--- config.mk ---
export PLATFORM = sky130hd
export DESIGN_NAME = script_source_tokenizer_unit_flat
export DESIGN_NICKNAME = d
export VERILOG_FILES = /design/src/design/tkz_pkg.sv /design/src/design/tkz_if.sv /design/src/design/tkz_front.sv /design/src/design/tkz_queue.sv /design/src/design/tkz_back.sv /design/src/design/script_source_tokenizer_unit.sv /design/src/flat_wrapper.sv
export SDC_FILE = /design/constraint.sdc
export NUM_CORES = 1
export LEC_CHECK = 0
export BUFFER_PORTS_ARGS = -buffer_cell sky130_fd_sc_hd__buf_2
export CAP_MARGIN = 30
export CORE_ASPECT_RATIO = 0.5
export CORE_UTILIZATION = 26
export CTS_BUF_LIST = sky130_fd_sc_hd__clkbuf_4
export DETAILED_ROUTE_END_ITERATION = 7
export GPL_ROUTABILITY_DRIVEN = 0
export GPL_TIMING_DRIVEN = 0
export HOLD_SLACK_MARGIN = 0.15
export PLACE_DENSITY = 0.49
export SLEW_MARGIN = 20
export SYNTH_ARGS = -nofsm -noshare
export SYNTH_HDL_FRONTEND = slang
export SYNTH_SLANG_ARGS = --single-unit
--- constraint.sdc ---
create_clock -name clock -period 15.4 [get_ports clock]
set_input_delay 3.08 -clock clock [delete_from_list [all_inputs] [get_ports clock]]
set_output_delay 3.08 -clock clock [all_outputs]
set_load 0.02 [all_outputs]
--- src/design/tkz_pkg.sv ---
// Shared types, constants and keyword tables of the script source tokenizer.
package tkz_pkg;

   localparam int KEYWORD_MAX_LEN = 7;
   localparam int POSITION_BITS   = 24;
   localparam int QUEUE_DEPTH     = 4;

   // Token kinds.
   localparam logic [5:0] KIND_IDENT   = 6'd0;
   localparam logic [5:0] KIND_INT     = 6'd22;
   localparam logic [5:0] KIND_FLOAT   = 6'd23;
   localparam logic [5:0] KIND_STRING  = 6'd24;
   localparam logic [5:0] KIND_PATH    = 6'd25;
   localparam logic [5:0] KIND_DOT     = 6'd26;
   localparam logic [5:0] KIND_OP      = 6'd27;
   localparam logic [5:0] KIND_QUEST   = 6'd28;
   localparam logic [5:0] KIND_COLON   = 6'd29;
   localparam logic [5:0] KIND_SEMI    = 6'd30;
   localparam logic [5:0] KIND_LPAREN  = 6'd31;
   localparam logic [5:0] KIND_RPAREN  = 6'd32;
   localparam logic [5:0] KIND_COMMA   = 6'd33;
   localparam logic [5:0] KIND_LBRACK  = 6'd34;
   localparam logic [5:0] KIND_RBRACK  = 6'd35;
   localparam logic [5:0] KIND_LBRACE  = 6'd36;
   localparam logic [5:0] KIND_RBRACE  = 6'd37;
   localparam logic [5:0] KIND_ASSIGN  = 6'd38;
   localparam logic [5:0] KIND_FATARROW = 6'd39;
   localparam logic [5:0] KIND_ARROW   = 6'd40;
   localparam logic [5:0] KIND_EOF     = 6'd41;
   localparam logic [5:0] KIND_STRCHAR = 6'd42;
   localparam logic [5:0] KIND_ERROR   = 6'd43;

   // Operator codes.
   localparam logic [3:0] OP_NONE = 4'd0;
   localparam logic [3:0] OP_ADD  = 4'd1;
   localparam logic [3:0] OP_SUB  = 4'd2;
   localparam logic [3:0] OP_MUL  = 4'd3;
   localparam logic [3:0] OP_DIV  = 4'd4;
   localparam logic [3:0] OP_MOD  = 4'd5;
   localparam logic [3:0] OP_LT   = 4'd6;
   localparam logic [3:0] OP_LE   = 4'd7;
   localparam logic [3:0] OP_GT   = 4'd8;
   localparam logic [3:0] OP_GE   = 4'd9;
   localparam logic [3:0] OP_NE   = 4'd10;
   localparam logic [3:0] OP_EQ   = 4'd11;
   localparam logic [3:0] OP_AND  = 4'd12;
   localparam logic [3:0] OP_OR   = 4'd13;

   // Error codes.
   localparam logic [1:0] ERR_NONE    = 2'd0;
   localparam logic [1:0] ERR_UNTERM  = 2'd1;
   localparam logic [1:0] ERR_UNKNOWN = 2'd2;

   typedef enum logic [3:0] {
      MODE_IDLE, MODE_LINECOM, MODE_SLASH, MODE_BLOCK, MODE_BLOCKSTAR, MODE_DOT,
      MODE_PATH, MODE_IDENT, MODE_INT, MODE_FRAC, MODE_STR, MODE_ESC, MODE_SYM,
      MODE_ERROR
   } mode_type;

   typedef struct packed {
      logic [5:0]  kind;
      logic [3:0]  opc;
      logic [23:0] start;
      logic [23:0] len;
      logic [23:0] line;
      logic [7:0]  chr;
      logic [1:0]  err;
      logic        last;
   } result_type;

   typedef struct packed {
      logic [1:0] cnt;
      result_type e0;
      result_type e1;
   } push_type;

   typedef struct packed {
      logic       hit;
      logic [5:0] kind;
      logic [3:0] opc;
   } sym_type;

   typedef logic [7:0] kwbuf_type [7];

   // Keywords are right-justified: the last character sits in the low byte.
   localparam logic [55:0] KW_WORD [21] = '{
      "func", "let", "if", "else", "for", "while", "end", "return", "switch",
      "case", "default", "try", "catch", "print", "int", "string", "in", "use",
      "as", "True", "False"};
   localparam logic [3:0] KW_SIZE [21] = '{
      4'd4, 4'd3, 4'd2, 4'd4, 4'd3, 4'd5, 4'd3, 4'd6, 4'd6, 4'd4, 4'd7, 4'd3,
      4'd5, 4'd5, 4'd3, 4'd6, 4'd2, 4'd3, 4'd2, 4'd4, 4'd5};

   function automatic logic [5:0] kw_kind(input kwbuf_type kb, input logic [3:0] len);
      logic [5:0] kind;
      logic       eq;
      kind = KIND_IDENT;
      for (int k = 20; k >= 0; k--) begin
         eq = (len == KW_SIZE[k]);
         for (int i = 0; i < 7; i++) begin
            if (i < int'(KW_SIZE[k]) &&
                kb[i] != KW_WORD[k][8*(int'(KW_SIZE[k]) - 1 - i) +: 8]) begin
               eq = 1'b0;
            end
         end
         if (eq) begin
            kind = 6'(k + 1);
         end
      end
      return kind;
   endfunction

   function automatic sym_type single_sym(input logic [7:0] b);
      sym_type s;
      s = '{hit: 1'b1, kind: KIND_OP, opc: OP_NONE};
      case (b)
         "+": s.opc = OP_ADD;
         "*": s.opc = OP_MUL;
         "%": s.opc = OP_MOD;
         "?": s.kind = KIND_QUEST;
         ":": s.kind = KIND_COLON;
         ";": s.kind = KIND_SEMI;
         "(": s.kind = KIND_LPAREN;
         ")": s.kind = KIND_RPAREN;
         ",": s.kind = KIND_COMMA;
         "[": s.kind = KIND_LBRACK;
         "]": s.kind = KIND_RBRACK;
         "{": s.kind = KIND_LBRACE;
         "}": s.kind = KIND_RBRACE;
         default: s.hit = 1'b0;
      endcase
      return s;
   endfunction

   function automatic logic is_space(input logic [7:0] b);
      return (b == " ") || (b >= 8'd9 && b <= 8'd13);
   endfunction

   function automatic logic is_digit(input logic [7:0] b);
      return b >= "0" && b <= "9";
   endfunction

   function automatic logic is_alpha(input logic [7:0] b);
      return (b >= "a" && b <= "z") || (b >= "A" && b <= "Z");
   endfunction

endpackage

--- src/design/tkz_if.sv ---
// Valid/ready channel interfaces for source bytes and tokenizer results.
interface tkz_req_if;
   logic       valid;
   logic       ready;
   logic [7:0] source_byte;
   logic       end_of_source;
   modport source (output valid, source_byte, end_of_source, input ready);
   modport sink (input valid, source_byte, end_of_source, output ready);
endinterface

interface tkz_rsp_if;
   logic        valid;
   logic        ready;
   logic [5:0]  token_kind;
   logic [3:0]  operator_code;
   logic [23:0] start_offset;
   logic [23:0] token_length;
   logic [23:0] line_number;
   logic [7:0]  decoded_char;
   logic [1:0]  error_code;
   logic        last_of_run;
   modport source (output valid, token_kind, operator_code, start_offset, token_length,
                   line_number, decoded_char, error_code, last_of_run, input ready);
   modport sink (input valid, token_kind, operator_code, start_offset, token_length,
                 line_number, decoded_char, error_code, last_of_run, output ready);
endinterface

--- src/design/tkz_front.sv ---
// Front end: lexer state machine that takes source bytes and pushes up to two results.
module tkz_front #(
   parameter int KEYWORD_MAX_LEN = tkz_pkg::KEYWORD_MAX_LEN,
   parameter int POSITION_BITS   = tkz_pkg::POSITION_BITS
) (
   input  logic              clock,
   input  logic              reset,
   tkz_req_if.sink           req_ch,
   input  logic              room,
   output tkz_pkg::push_type push
);
   localparam int P = POSITION_BITS;

   tkz_pkg::mode_type mode_ff, mode_in;
   logic [7:0]   pend_ff, pend_in;
   logic [P-1:0] start_ff, start_in, span_ff, span_in, offs_ff, offs_in, line_ff, line_in;
   logic [7:0]   kw_ff [KEYWORD_MAX_LEN];
   logic [7:0]   kw_in [KEYWORD_MAX_LEN];
   logic [3:0]   idlen_ff, idlen_in;

   logic accept, fin, run_p, cons, ident_ch, sep;
   logic [7:0] b, pb;
   logic [P-1:0] span_inc;
   tkz_pkg::kwbuf_type kb;
   tkz_pkg::sym_type   sym;
   tkz_pkg::result_type ra, rb;
   logic a_v, b_v;

   function automatic logic [P-1:0] sat_inc(input logic [P-1:0] v);
      return (&v) ? v : v + P'(1);
   endfunction

   function automatic logic [23:0] clamp(input logic [P-1:0] v);
      return (v > P'(24'hFFFFFF)) ? 24'hFFFFFF : 24'(v);
   endfunction

   function automatic tkz_pkg::result_type mk(input logic [5:0] kind, input logic [3:0] opc,
                                              input logic [P-1:0] at, input logic [P-1:0] len,
                                              input logic [P-1:0] line, input logic [7:0] chr,
                                              input logic [1:0] err);
      tkz_pkg::result_type r;
      r = '{kind: kind, opc: opc, start: clamp(at), len: clamp(len), line: clamp(line),
            chr: chr, err: err, last: 1'b0};
      return r;
   endfunction

   assign accept   = req_ch.valid && room;
   assign req_ch.ready = room;
   assign b        = req_ch.source_byte;
   assign fin      = req_ch.end_of_source || (b == 8'd0);
   assign pb       = fin ? 8'd0 : b;
   assign span_inc = sat_inc(span_ff);
   assign ident_ch = tkz_pkg::is_alpha(pb) || tkz_pkg::is_digit(pb) || pb == "_";
   assign sep      = pb == " " || pb == 8'd9 || pb == 8'd10 || pb == 8'd13 || pb == 8'd0;
   assign sym      = tkz_pkg::single_sym(b);

   always_comb begin
      for (int i = 0; i < 7; i++) begin
         kb[i] = kw_ff[i];
      end
   end

   // At the end marker a path, an open string, comments and the error state do not
   // take the usual lookahead step.
   assign run_p = !fin || !(mode_ff == tkz_pkg::MODE_PATH || mode_ff == tkz_pkg::MODE_STR ||
                            mode_ff == tkz_pkg::MODE_ESC || mode_ff == tkz_pkg::MODE_LINECOM ||
                            mode_ff == tkz_pkg::MODE_BLOCK ||
                            mode_ff == tkz_pkg::MODE_BLOCKSTAR ||
                            mode_ff == tkz_pkg::MODE_ERROR);

   // Next state.
   always_comb begin
      mode_in  = mode_ff;
      pend_in  = pend_ff;
      start_in = start_ff;
      span_in  = span_ff;
      offs_in  = offs_ff;
      line_in  = line_ff;
      idlen_in = idlen_ff;
      kw_in    = kw_ff;
      cons     = 1'b1;
      if (run_p) begin
         case (mode_ff)
            tkz_pkg::MODE_LINECOM: begin
               if (pb == 8'd10) begin
                  mode_in = tkz_pkg::MODE_IDLE;
                  cons    = 1'b0;
               end
            end
            tkz_pkg::MODE_SLASH: begin
               if (pb == "*") mode_in = tkz_pkg::MODE_BLOCK;
               else begin
                  mode_in = tkz_pkg::MODE_IDLE;
                  cons    = 1'b0;
               end
            end
            tkz_pkg::MODE_BLOCK: begin
               if (pb == "*") mode_in = tkz_pkg::MODE_BLOCKSTAR;
               else if (pb == 8'd10) line_in = sat_inc(line_ff);
            end
            tkz_pkg::MODE_BLOCKSTAR: begin
               if (pb == "/") mode_in = tkz_pkg::MODE_IDLE;
               else if (pb != "*") begin
                  if (pb == 8'd10) line_in = sat_inc(line_ff);
                  mode_in = tkz_pkg::MODE_BLOCK;
               end
            end
            tkz_pkg::MODE_DOT: begin
               if (pb == "/") begin
                  span_in = span_inc;
                  mode_in = tkz_pkg::MODE_PATH;
               end else if (tkz_pkg::is_digit(pb)) begin
                  span_in = span_inc;
                  mode_in = tkz_pkg::MODE_FRAC;
               end else if (pb == ".") mode_in = tkz_pkg::MODE_ERROR;
               else begin
                  mode_in = tkz_pkg::MODE_IDLE;
                  cons    = 1'b0;
               end
            end
            tkz_pkg::MODE_PATH: begin
               if (tkz_pkg::is_space(pb)) begin
                  mode_in = tkz_pkg::MODE_IDLE;
                  cons    = 1'b0;
               end else span_in = span_inc;
            end
            tkz_pkg::MODE_IDENT: begin
               if (ident_ch) begin
                  for (int i = 0; i < KEYWORD_MAX_LEN; i++) begin
                     if (int'(idlen_ff) == i) kw_in[i] = pb;
                  end
                  if (idlen_ff != 4'd15) idlen_in = idlen_ff + 4'd1;
                  span_in = span_inc;
               end else begin
                  mode_in = tkz_pkg::MODE_IDLE;
                  cons    = 1'b0;
               end
            end
            tkz_pkg::MODE_INT: begin
               if (tkz_pkg::is_digit(pb)) span_in = span_inc;
               else if (pb == ".") begin
                  span_in = span_inc;
                  mode_in = tkz_pkg::MODE_FRAC;
               end else begin
                  mode_in = tkz_pkg::MODE_IDLE;
                  cons    = 1'b0;
               end
            end
            tkz_pkg::MODE_FRAC: begin
               if (tkz_pkg::is_digit(pb)) span_in = span_inc;
               else begin
                  mode_in = tkz_pkg::MODE_IDLE;
                  cons    = 1'b0;
               end
            end
            tkz_pkg::MODE_STR: begin
               span_in = span_inc;
               if (pb == "\"") mode_in = tkz_pkg::MODE_IDLE;
               else if (pb == "\\") mode_in = tkz_pkg::MODE_ESC;
            end
            tkz_pkg::MODE_ESC: begin
               span_in = span_inc;
               mode_in = tkz_pkg::MODE_STR;
            end
            tkz_pkg::MODE_SYM: begin
               mode_in = tkz_pkg::MODE_IDLE;
               if ((pend_ff == "=" && (pb == "=" || pb == ">")) ||
                   ((pend_ff == "<" || pend_ff == ">" || pend_ff == "!") && pb == "=") ||
                   (pend_ff == "-" && pb == ">")) begin
                  span_in = span_inc;
               end else if (pend_ff == "!") mode_in = tkz_pkg::MODE_ERROR;
               else cons = 1'b0;
            end
            tkz_pkg::MODE_ERROR: cons = 1'b1;
            default: begin
               mode_in = tkz_pkg::MODE_IDLE;
               cons    = 1'b0;
            end
         endcase
      end
      if (fin) begin
         mode_in  = tkz_pkg::MODE_IDLE;
         pend_in  = 8'd0;
         start_in = '0;
         span_in  = '0;
         offs_in  = '0;
         line_in  = P'(1);
         idlen_in = 4'd0;
      end else begin
         if (!cons) begin
            if (tkz_pkg::is_space(b)) begin
               if (b == 8'd10) line_in = sat_inc(line_ff);
            end else begin
               start_in = offs_ff;
               span_in  = P'(1);
               if (b == "#") mode_in = tkz_pkg::MODE_LINECOM;
               else if (b == "/") mode_in = tkz_pkg::MODE_SLASH;
               else if (b == ".") mode_in = tkz_pkg::MODE_DOT;
               else if (b == "\"") mode_in = tkz_pkg::MODE_STR;
               else if (b == "<" || b == ">" || b == "!" || b == "=" || b == "-") begin
                  pend_in = b;
                  mode_in = tkz_pkg::MODE_SYM;
               end else if (tkz_pkg::is_alpha(b) || b == "_") begin
                  kw_in[0] = b;
                  idlen_in = 4'd1;
                  mode_in  = tkz_pkg::MODE_IDENT;
               end else if (tkz_pkg::is_digit(b)) mode_in = tkz_pkg::MODE_INT;
               else if (!sym.hit) mode_in = tkz_pkg::MODE_ERROR;
            end
         end
         offs_in = sat_inc(offs_ff);
      end
   end

   // Results: slot A comes from the pending token, slot B from the fresh byte or the end.
   always_comb begin
      a_v = 1'b0;
      ra  = mk(tkz_pkg::KIND_IDENT, tkz_pkg::OP_NONE, start_ff, span_ff, line_ff, 8'd0,
               tkz_pkg::ERR_NONE);
      if (fin && mode_ff == tkz_pkg::MODE_PATH) begin
         a_v = 1'b1;
         ra.kind = tkz_pkg::KIND_PATH;
      end else if (fin && (mode_ff == tkz_pkg::MODE_STR || mode_ff == tkz_pkg::MODE_ESC)) begin
         a_v = 1'b1;
         ra.kind = tkz_pkg::KIND_ERROR;
         ra.err  = tkz_pkg::ERR_UNTERM;
      end else if (run_p) begin
         case (mode_ff)
            tkz_pkg::MODE_SLASH: begin
               a_v    = pb != "*";
               ra.kind = tkz_pkg::KIND_OP;
               ra.opc  = tkz_pkg::OP_DIV;
            end
            tkz_pkg::MODE_DOT: begin
               if (pb == ".") begin
                  a_v = 1'b1;
                  ra  = mk(tkz_pkg::KIND_ERROR, tkz_pkg::OP_NONE, start_ff, P'(1), line_ff,
                           8'd0, tkz_pkg::ERR_UNKNOWN);
               end else if (pb != "/" && !tkz_pkg::is_digit(pb)) begin
                  a_v = 1'b1;
                  ra.kind = tkz_pkg::KIND_DOT;
               end
            end
            tkz_pkg::MODE_PATH: begin
               a_v = tkz_pkg::is_space(pb);
               ra.kind = tkz_pkg::KIND_PATH;
            end
            tkz_pkg::MODE_IDENT: begin
               a_v = !ident_ch;
               if (sep && idlen_ff == 4'd3 && kb[0] == "a" && kb[1] == "n" && kb[2] == "d") begin
                  ra.kind = tkz_pkg::KIND_OP;
                  ra.opc  = tkz_pkg::OP_AND;
               end else if (sep && idlen_ff == 4'd2 && kb[0] == "o" && kb[1] == "r") begin
                  ra.kind = tkz_pkg::KIND_OP;
                  ra.opc  = tkz_pkg::OP_OR;
               end else ra.kind = tkz_pkg::kw_kind(kb, idlen_ff);
            end
            tkz_pkg::MODE_INT: begin
               a_v = !tkz_pkg::is_digit(pb) && pb != ".";
               ra.kind = tkz_pkg::KIND_INT;
            end
            tkz_pkg::MODE_FRAC: begin
               a_v = !tkz_pkg::is_digit(pb);
               ra.kind = tkz_pkg::KIND_FLOAT;
            end
            tkz_pkg::MODE_STR: begin
               if (pb == "\"") begin
                  a_v = 1'b1;
                  ra  = mk(tkz_pkg::KIND_STRING, tkz_pkg::OP_NONE, start_ff, span_inc, line_ff,
                           8'd0, tkz_pkg::ERR_NONE);
               end else if (pb != "\\") begin
                  a_v = 1'b1;
                  ra  = mk(tkz_pkg::KIND_STRCHAR, tkz_pkg::OP_NONE, offs_ff, P'(1), line_ff,
                           pb, tkz_pkg::ERR_NONE);
               end
            end
            tkz_pkg::MODE_ESC: begin
               a_v = 1'b1;
               ra  = mk(tkz_pkg::KIND_STRCHAR, tkz_pkg::OP_NONE,
                        (offs_ff != '0) ? offs_ff - P'(1) : '0, P'(2), line_ff,
                        (pb == "n") ? 8'd10 : ((pb == "t") ? 8'd9 : pb), tkz_pkg::ERR_NONE);
            end
            tkz_pkg::MODE_SYM: begin
               a_v = 1'b1;
               ra.len = clamp(span_inc);
               case (pend_ff)
                  "=": begin
                     if (pb == "=") begin
                        ra.kind = tkz_pkg::KIND_OP;
                        ra.opc  = tkz_pkg::OP_EQ;
                     end else if (pb == ">") ra.kind = tkz_pkg::KIND_FATARROW;
                     else begin
                        ra.kind = tkz_pkg::KIND_ASSIGN;
                        ra.len  = clamp(span_ff);
                     end
                  end
                  "<", ">": begin
                     ra.kind = tkz_pkg::KIND_OP;
                     if (pb == "=") ra.opc = (pend_ff == "<") ? tkz_pkg::OP_LE : tkz_pkg::OP_GE;
                     else begin
                        ra.opc = (pend_ff == "<") ? tkz_pkg::OP_LT : tkz_pkg::OP_GT;
                        ra.len = clamp(span_ff);
                     end
                  end
                  "!": begin
                     if (pb == "=") begin
                        ra.kind = tkz_pkg::KIND_OP;
                        ra.opc  = tkz_pkg::OP_NE;
                     end else begin
                        ra = mk(tkz_pkg::KIND_ERROR, tkz_pkg::OP_NONE, start_ff, P'(1),
                                line_ff, 8'd0, tkz_pkg::ERR_UNKNOWN);
                     end
                  end
                  "-": begin
                     if (pb == ">") ra.kind = tkz_pkg::KIND_ARROW;
                     else begin
                        ra.kind = tkz_pkg::KIND_OP;
                        ra.opc  = tkz_pkg::OP_SUB;
                        ra.len  = clamp(span_ff);
                     end
                  end
                  default: a_v = 1'b0;
               endcase
            end
            default: a_v = 1'b0;
         endcase
      end

      b_v = 1'b0;
      rb  = mk(tkz_pkg::KIND_EOF, tkz_pkg::OP_NONE, offs_ff, '0, line_ff, 8'd0,
               tkz_pkg::ERR_NONE);
      if (fin) b_v = 1'b1;
      else if (!cons && !tkz_pkg::is_space(b)) begin
         if (sym.hit) begin
            b_v = 1'b1;
            rb  = mk(sym.kind, sym.opc, offs_ff, P'(1), line_ff, 8'd0, tkz_pkg::ERR_NONE);
         end else if (!(b == "#" || b == "/" || b == "." || b == "\"" || b == "<" ||
                        b == ">" || b == "!" || b == "=" || b == "-" || b == "_" ||
                        tkz_pkg::is_alpha(b) || tkz_pkg::is_digit(b))) begin
            b_v = 1'b1;
            rb  = mk(tkz_pkg::KIND_ERROR, tkz_pkg::OP_NONE, offs_ff, P'(1), line_ff, 8'd0,
                     tkz_pkg::ERR_UNKNOWN);
         end
      end
   end

   // Pack the results in order and flag the last one of the item.
   always_comb begin
      push.cnt = accept ? {1'b0, a_v} + {1'b0, b_v} : 2'd0;
      push.e0  = a_v ? ra : rb;
      push.e1  = rb;
      push.e0.last = !(a_v && b_v);
      push.e1.last = 1'b1;
   end

   always_ff @(posedge clock) begin
      if (reset) begin
         mode_ff  <= tkz_pkg::MODE_IDLE;
         pend_ff  <= 8'd0;
         start_ff <= '0;
         span_ff  <= '0;
         offs_ff  <= '0;
         line_ff  <= P'(1);
         idlen_ff <= 4'd0;
      end else if (accept) begin
         mode_ff  <= mode_in;
         pend_ff  <= pend_in;
         start_ff <= start_in;
         span_ff  <= span_in;
         offs_ff  <= offs_in;
         line_ff  <= line_in;
         idlen_ff <= idlen_in;
      end
   end

   always_ff @(posedge clock) begin
      if (accept) begin
         kw_ff <= kw_in;
      end
   end

endmodule

--- src/design/tkz_queue.sv ---
// Small result queue between the lexer front end and the output stage.
module tkz_queue (
   input  logic                clock,
   input  logic                reset,
   input  tkz_pkg::push_type   push,
   output logic                room,
   output logic                head_valid,
   output tkz_pkg::result_type head,
   input  logic                pop
);
   localparam int AW = $clog2(tkz_pkg::QUEUE_DEPTH);

   tkz_pkg::result_type q_ff [tkz_pkg::QUEUE_DEPTH];
   logic [AW-1:0] wp_ff, wp_in, rp_ff, rp_in;
   logic [AW:0]   cnt_ff, cnt_in;

   // Room for the two results a single item can cause.
   assign room       = cnt_ff <= (AW+1)'(tkz_pkg::QUEUE_DEPTH - 2);
   assign head_valid = cnt_ff != '0;
   assign head       = q_ff[rp_ff];

   always_comb begin
      wp_in  = wp_ff + AW'(push.cnt);
      rp_in  = rp_ff + AW'(pop);
      cnt_in = cnt_ff + (AW+1)'(push.cnt) - (AW+1)'(pop);
   end

   always_ff @(posedge clock) begin
      if (reset) begin
         wp_ff  <= '0;
         rp_ff  <= '0;
         cnt_ff <= '0;
      end else begin
         wp_ff  <= wp_in;
         rp_ff  <= rp_in;
         cnt_ff <= cnt_in;
      end
   end

   always_ff @(posedge clock) begin
      if (push.cnt != 2'd0) q_ff[wp_ff] <= push.e0;
      if (push.cnt == 2'd2) q_ff[wp_ff + AW'(1)] <= push.e1;
   end

endmodule

--- src/design/tkz_back.sv ---
// Back end: output register that hands queued results to the result channel.
module tkz_back (
   input  logic                clock,
   input  logic                reset,
   input  logic                head_valid,
   input  tkz_pkg::result_type head,
   output logic                pop,
   tkz_rsp_if.source           rsp_ch
);
   logic                valid_ff, valid_in;
   tkz_pkg::result_type data_ff;

   assign pop      = head_valid && (!valid_ff || rsp_ch.ready);
   assign valid_in = pop || (valid_ff && !rsp_ch.ready);

   always_ff @(posedge clock) begin
      if (reset) valid_ff <= 1'b0;
      else valid_ff <= valid_in;
   end

   always_ff @(posedge clock) begin
      if (pop) data_ff <= head;
   end

   assign rsp_ch.valid         = valid_ff;
   assign rsp_ch.token_kind    = data_ff.kind;
   assign rsp_ch.operator_code = data_ff.opc;
   assign rsp_ch.start_offset  = data_ff.start;
   assign rsp_ch.token_length  = data_ff.len;
   assign rsp_ch.line_number   = data_ff.line;
   assign rsp_ch.decoded_char  = data_ff.chr;
   assign rsp_ch.error_code    = data_ff.err;
   assign rsp_ch.last_of_run   = data_ff.last;

endmodule

--- src/design/script_source_tokenizer_unit.sv ---
// The first result of an item is registered in the result queue and then in the output register.
// One item per cycle while each item gives at most one result and the result channel is
// ready; results leave at one per cycle while the result channel is ready.
// The four-entry result queue takes an item only when it has room for two results.
// Reset is synchronous: lexer idle at line 1, offsets zero, queue and output empty.
// The keyword buffer is not cleared; only characters of the current identifier are read.
module script_source_tokenizer_unit #(
   parameter int KEYWORD_MAX_LEN = tkz_pkg::KEYWORD_MAX_LEN,
   parameter int POSITION_BITS   = tkz_pkg::POSITION_BITS
) (
   input  logic      clock,
   input  logic      reset,
   tkz_req_if.sink   req_ch,
   tkz_rsp_if.source rsp_ch
);
   tkz_pkg::push_type   push;
   tkz_pkg::result_type head;
   logic                room, head_valid, pop;

   tkz_front #(
      .KEYWORD_MAX_LEN(KEYWORD_MAX_LEN),
      .POSITION_BITS(POSITION_BITS)
   ) u_front (
      .clock(clock), .reset(reset), .req_ch(req_ch), .room(room), .push(push)
   );

   tkz_queue u_queue (
      .clock(clock), .reset(reset), .push(push), .room(room),
      .head_valid(head_valid), .head(head), .pop(pop)
   );

   tkz_back u_back (
      .clock(clock), .reset(reset), .head_valid(head_valid), .head(head), .pop(pop),
      .rsp_ch(rsp_ch)
   );

endmodule

--- src/flat_wrapper.sv ---
// flat-port wrapper written by rule: the top's interface ports become plain ports
module script_source_tokenizer_unit_flat 
#(
   parameter int KEYWORD_MAX_LEN = tkz_pkg::KEYWORD_MAX_LEN,
   parameter int POSITION_BITS   = tkz_pkg::POSITION_BITS
)
  (clock, reset, req_ch_valid, req_ch_source_byte, req_ch_end_of_source, req_ch_ready, rsp_ch_valid, rsp_ch_token_kind, rsp_ch_operator_code, rsp_ch_start_offset, rsp_ch_token_length, rsp_ch_line_number, rsp_ch_decoded_char, rsp_ch_error_code, rsp_ch_last_of_run, rsp_ch_ready);
  tkz_req_if req_ch_i ();
  tkz_rsp_if rsp_ch_i ();
  input  logic clock;
  input  logic reset;
  input wire logic [$bits(req_ch_i.valid)-1:0] req_ch_valid;
  input wire logic [$bits(req_ch_i.source_byte)-1:0] req_ch_source_byte;
  input wire logic [$bits(req_ch_i.end_of_source)-1:0] req_ch_end_of_source;
  output wire logic [$bits(req_ch_i.ready)-1:0] req_ch_ready;
  output wire logic [$bits(rsp_ch_i.valid)-1:0] rsp_ch_valid;
  output wire logic [$bits(rsp_ch_i.token_kind)-1:0] rsp_ch_token_kind;
  output wire logic [$bits(rsp_ch_i.operator_code)-1:0] rsp_ch_operator_code;
  output wire logic [$bits(rsp_ch_i.start_offset)-1:0] rsp_ch_start_offset;
  output wire logic [$bits(rsp_ch_i.token_length)-1:0] rsp_ch_token_length;
  output wire logic [$bits(rsp_ch_i.line_number)-1:0] rsp_ch_line_number;
  output wire logic [$bits(rsp_ch_i.decoded_char)-1:0] rsp_ch_decoded_char;
  output wire logic [$bits(rsp_ch_i.error_code)-1:0] rsp_ch_error_code;
  output wire logic [$bits(rsp_ch_i.last_of_run)-1:0] rsp_ch_last_of_run;
  input wire logic [$bits(rsp_ch_i.ready)-1:0] rsp_ch_ready;
  assign req_ch_i.valid = req_ch_valid;
  assign req_ch_i.source_byte = req_ch_source_byte;
  assign req_ch_i.end_of_source = req_ch_end_of_source;
  assign req_ch_ready = req_ch_i.ready;
  assign rsp_ch_valid = rsp_ch_i.valid;
  assign rsp_ch_token_kind = rsp_ch_i.token_kind;
  assign rsp_ch_operator_code = rsp_ch_i.operator_code;
  assign rsp_ch_start_offset = rsp_ch_i.start_offset;
  assign rsp_ch_token_length = rsp_ch_i.token_length;
  assign rsp_ch_line_number = rsp_ch_i.line_number;
  assign rsp_ch_decoded_char = rsp_ch_i.decoded_char;
  assign rsp_ch_error_code = rsp_ch_i.error_code;
  assign rsp_ch_last_of_run = rsp_ch_i.last_of_run;
  assign rsp_ch_i.ready = rsp_ch_ready;
  script_source_tokenizer_unit #(.KEYWORD_MAX_LEN(KEYWORD_MAX_LEN), .POSITION_BITS(POSITION_BITS)) u_core (.clock(clock), .reset(reset), .req_ch(req_ch_i), .rsp_ch(rsp_ch_i));
endmodule
==> summary.md <==
| Metric | Value |
|---|---|
| Tightest Hold Check Type | `reg2reg` |
| Startpoint type of the worst setup path | `primary input` |
| Minimum clock period | `9.39 ns` |
| Max Cap Viol | `0` |
| Failing checks | `design-rule violations` |
| TritonCTS clock tree | `built` |
| Pin slew with the least headroom to its limit | `1.02 ns` |
| CP endpoint kind | `flop` |
| Setup TNS | `0 ns` |
| Post-Syn Area | `31600 um^2` |
| Largest net degree at the start of global routing | `36` |
| Worst Hold Depth | `2` |
| Drt drc | `112` |
| Critical path's most frequent cell | `buf_2` |
| Design Area, Final | `36900 um^2` |
| Worst path bufs/invs | `9` |
| GR Overflow Total | `0` |
| Initial core utilization | `26.2%` |
| Dpl ws | `5.28 ns` |
| Yosys top cell by area | `edfxtp_1` |
| CTS buffer count | `167` |
| Clk slew on worst S/H paths | `0.06 ns` |
| Post-Place Cell Area | `34600 um^2` |
| Arr. time, crit path | `10.06 ns` |
| Average size of a mapped cell | `11.0 um^2` |
| Row count | `90` |
| Worst R2R Setup Slack | `8.06 ns` |
| Seq cells post-synth | `641` |
| Share of the yosys chip area belonging to registers | `52.8%` |
| Number of synthesized flops with an enable pin | `385` |
| Xor/xnor share of the synthesized area | `0.941%` |
| Layout cells sized above 1 | `19.6%` |
| Global-route wire length before repair | `174000 um` |
| Worst r2r path cells | `17` |
| Synth Area in Compound Gates | `17.4%` |
| Top-count cell post-synth | `edfxtp_1` |
| CP Cell Sequence | `buf_2 > buf_4 > nand2b_1 > buf_2 > inv_1 > nand3_1 > a2bb2oi_1 > and3_1 > o2111a_4 > nand2_2 > buf_2 > o21ai_0 > ha_1 > clkbuf_1 > o21ai_1 > nor2_1 > nor2_1 > inv_1 > clkbuf_4 > buf_16` |
| Final Core Density | `30.6%` |
| Adder-Cell Fraction of Synth Area | `0.657%` |
| Outcome | `complete, but fails checks` |
| Worst EP required | `16.07 ns` |
| Delay-heaviest family, CP | `buffers and inverters` |
| Max Clock Freq | `107 MHz` |
| Max incr delay on CP | `0.79 ns` |
| Resized cells post-CTS | `0` |
| Pwr dens | `140 nW/um^2` |
| # clock sinks | `641` |
| # IOs | `108` |
| RSZ-0062 raised after global routing | `false` |
| Stages on the worst setup path | `20` |
| Final period utilization | `60.9%` |
| P&R area growth vs syn | `16.7%` |
| Core Area | `121000 um^2` |
| Endpoints failing hold | `0` |
| Fill cells | `12.5k` |
| Routed Antenna Nets | `0` |
| Postcts setup bufs | `0` |
| Max-slew headroom | `31.8%` |
| Syn Inst Count | `2880` |
| Yosys warns | `0` |
| Mapped Nets | `2909` |
| Static leakage power | `12.3 nW` |
| Antenna violations before repair | `5` |
| Share of the synthesized area in the top cell type | `36.6%` |
| DIE WIDTH | `495 um` |
| H-tree Lvls | `4` |
| Die ar. | `123000 um^2` |
| Ys flop type | `edfxtp_1` |
| Largest cells by area after synthesis | `edfxtp_1, dfxtp_1, mux4_2, a22o_1, o21ai_0` |
| Nets | `3212` |
| Die Span Y | `249 um` |
| DP Wirelength | `83100 um` |
| Clock buffer depth | `3` |
| Worst-skew pair later-pin latency | `1.06 ns` |
| Via Count | `27.1k` |
| Slowest CP cell | `nor2_1` |
| Synth unique cells | `105` |
| GR Util All Layers | `18.8%` |
| Wirelength per Cell | `23.8 um` |
| Fraction of synthesized area in multiplexers | `7.11%` |
| Worst setup margin | `6.01 ns` |
| Post-CTS Hold Fix Bufs | `0` |
| Final setup viols | `0` |
| First-pass iteration count of the detailed router | `8` |
| Fin Clk Skew | `0.0794 ns` |
| Max IR drop VDD | `0.0733 mV` |
| Crit Path Max Fanout | `35` |
| Top cells by count, synth | `edfxtp_1, dfxtp_1, nand2_1` |
| Post-synth ARST share | `0%` |
| WL final | `117000 um` |
| Vias in the first global route | `26.3k` |
| Port bufs | `105` |
| DRT iter0 DRCs | `3173` |
| Critical path class | `in2reg` |
| Post-synthesis simple-gate area fraction | `17.7%` |
| Fin. max-slew vios | `0` |
| Vias/cell | `5.51` |
| Root buffer cell | `clkbuf_4` |
| Combinational family with the most area after synthesis | `simple AND/OR/NAND/NOR gates` |
registers in the layout, summed over array words and instances (netlist names), 2 cells and up:
signal                              count
u_core.u_back.rsp_ch.line_number       24
u_core.u_back.rsp_ch.start_offset      24
u_core.u_back.rsp_ch.error_code         2
u_core.u_back.rsp_ch.token_kind         6
u_core.u_front.line_ff                 24
u_core.u_back.rsp_ch.decoded_char       8
u_core.u_queue.q_ff                   372
u_core.u_front.offs_ff                 24
u_core.u_front.mode_ff                  4
u_core.u_queue.rp_ff                    2
u_core.u_back.rsp_ch.operator_code      4
u_core.u_queue.wp_ff                    2
u_core.u_front.idlen_ff                 4
u_core.u_front.kb                      56
u_core.u_front.span_ff                 24
u_core.u_front.start_ff                24
u_core.u_queue.cnt_ff                   3
u_core.u_front.pend_ff                  8
u_core.u_back.rsp_ch.token_length      24
cell usage in the layout (no fill, tap or decap), types with 11 or more instances in the layout:
cell type / n
a211oi_1: 15
nand4b_1: 13
nor4b_1: 12
and2_1: 125
or4_1: 14
o21ai_0: 198
nor2b_1: 23
buf_2: 153
a31oi_1: 31
o22ai_1: 57
inv_1: 36
a22o_1: 165
dfxtp_1: 256
nand3_1: 95
a22oi_1: 15
and3_1: 34
a21o_1: 26
xor2_1: 18
nor4bb_1: 11
nor2_1: 149
a21oi_1: 103
nor3_1: 58
nor4_1: 42
buf_1: 16
clkbuf_4: 273
edfxtp_1: 385
and4_1: 12
nand2_1: 253
clkbuf_1: 151
or2_2: 16
nand2b_1: 22
xnor2_1: 16
ha_1: 15
or3_1: 25
nand4_1: 59
mux4_2: 93
o32ai_1: 13
path summary, 6_finish.rpt:
path	endpoint	startpoint
setup / recovery	u_core.u_queue.q_ff[2][76]	req_ch_source_byte[5]
hold / removal	u_core.u_queue.q_ff[3][4]	u_core.u_queue.q_ff[3][4]
setup reg to reg	u_core.u_queue.q_ff[2][76]	u_core.u_front.mode_ff[2]
hold reg to reg	u_core.u_queue.q_ff[3][4]	u_core.u_queue.q_ff[3][4]
worst register-to-register path: cells and delay by family, from the launching register on:
family | cells | cell delay [ns]
buf+inv | 6 | 2.65
fa+ha+maj | 1 | 0.33
flops | 1 | 0.46
simple gates | 6 | 2.59
compound gates | 4 | 0.91
power breakdown:
group          switching [W]  internal [W]
logic               0.000990      0.000450
registers          0.0000740       0.00212
clock network       0.000730      0.000823
total                0.00179       0.00339
per-layer routing:
metal | routed length, um | vias to the layer above | GRT usage, % | part of all wire [%]
met3 | 10700 | 315 | 4.95 | 9.2
li1 | - | 11947 | - | -
met1 | 50100 | 13436 | 25.1 | 43
met5 | 0 | - | 0 | 0
met4 | 5230 | 0 | 8.53 | 4.5
met2 | 51200 | 1408 | 28.4 | 44
metrics by stage:
stage	power [W]	hold slack, ns	instances
floorplan	0.00303	0.420	2880
global placement	0.00363	0.430	4595
detailed placement	0.00366	0.440	4617
CTS	0.00523	0.455	4911
global route	0.00542	0.475	4922
finish	0.00518	0.454	4923
area by class of cell:
type                            instances  area (um^2)  share of cell area [%]
Timing Repair Buffer                  134          976                    2.64
Inverter                               38          145                   0.393
Sequential cell                       641        16700                    45.2
Antenna cell                            5         12.5                  0.0339
Clock buffer                          269         2020                    5.47
Multi-Input combinational cell       1973        13900                    37.6
Clock inverter                         25          190                   0.515
Tap cell                             1610         2010                    5.46
Buffer                                228          985                    2.67
logic make-up (layout without fill, tap and decap cells):
group	count (synthesis)	in the layout
xor+xnor	34	34
buf+inv	266	694
fa+ha+maj	16	16
compound gates	786	786
mux	105	105
flops	641	641
other cells	0	5
simple gates	1032	1032
Power figures use the tool's default switching activity.
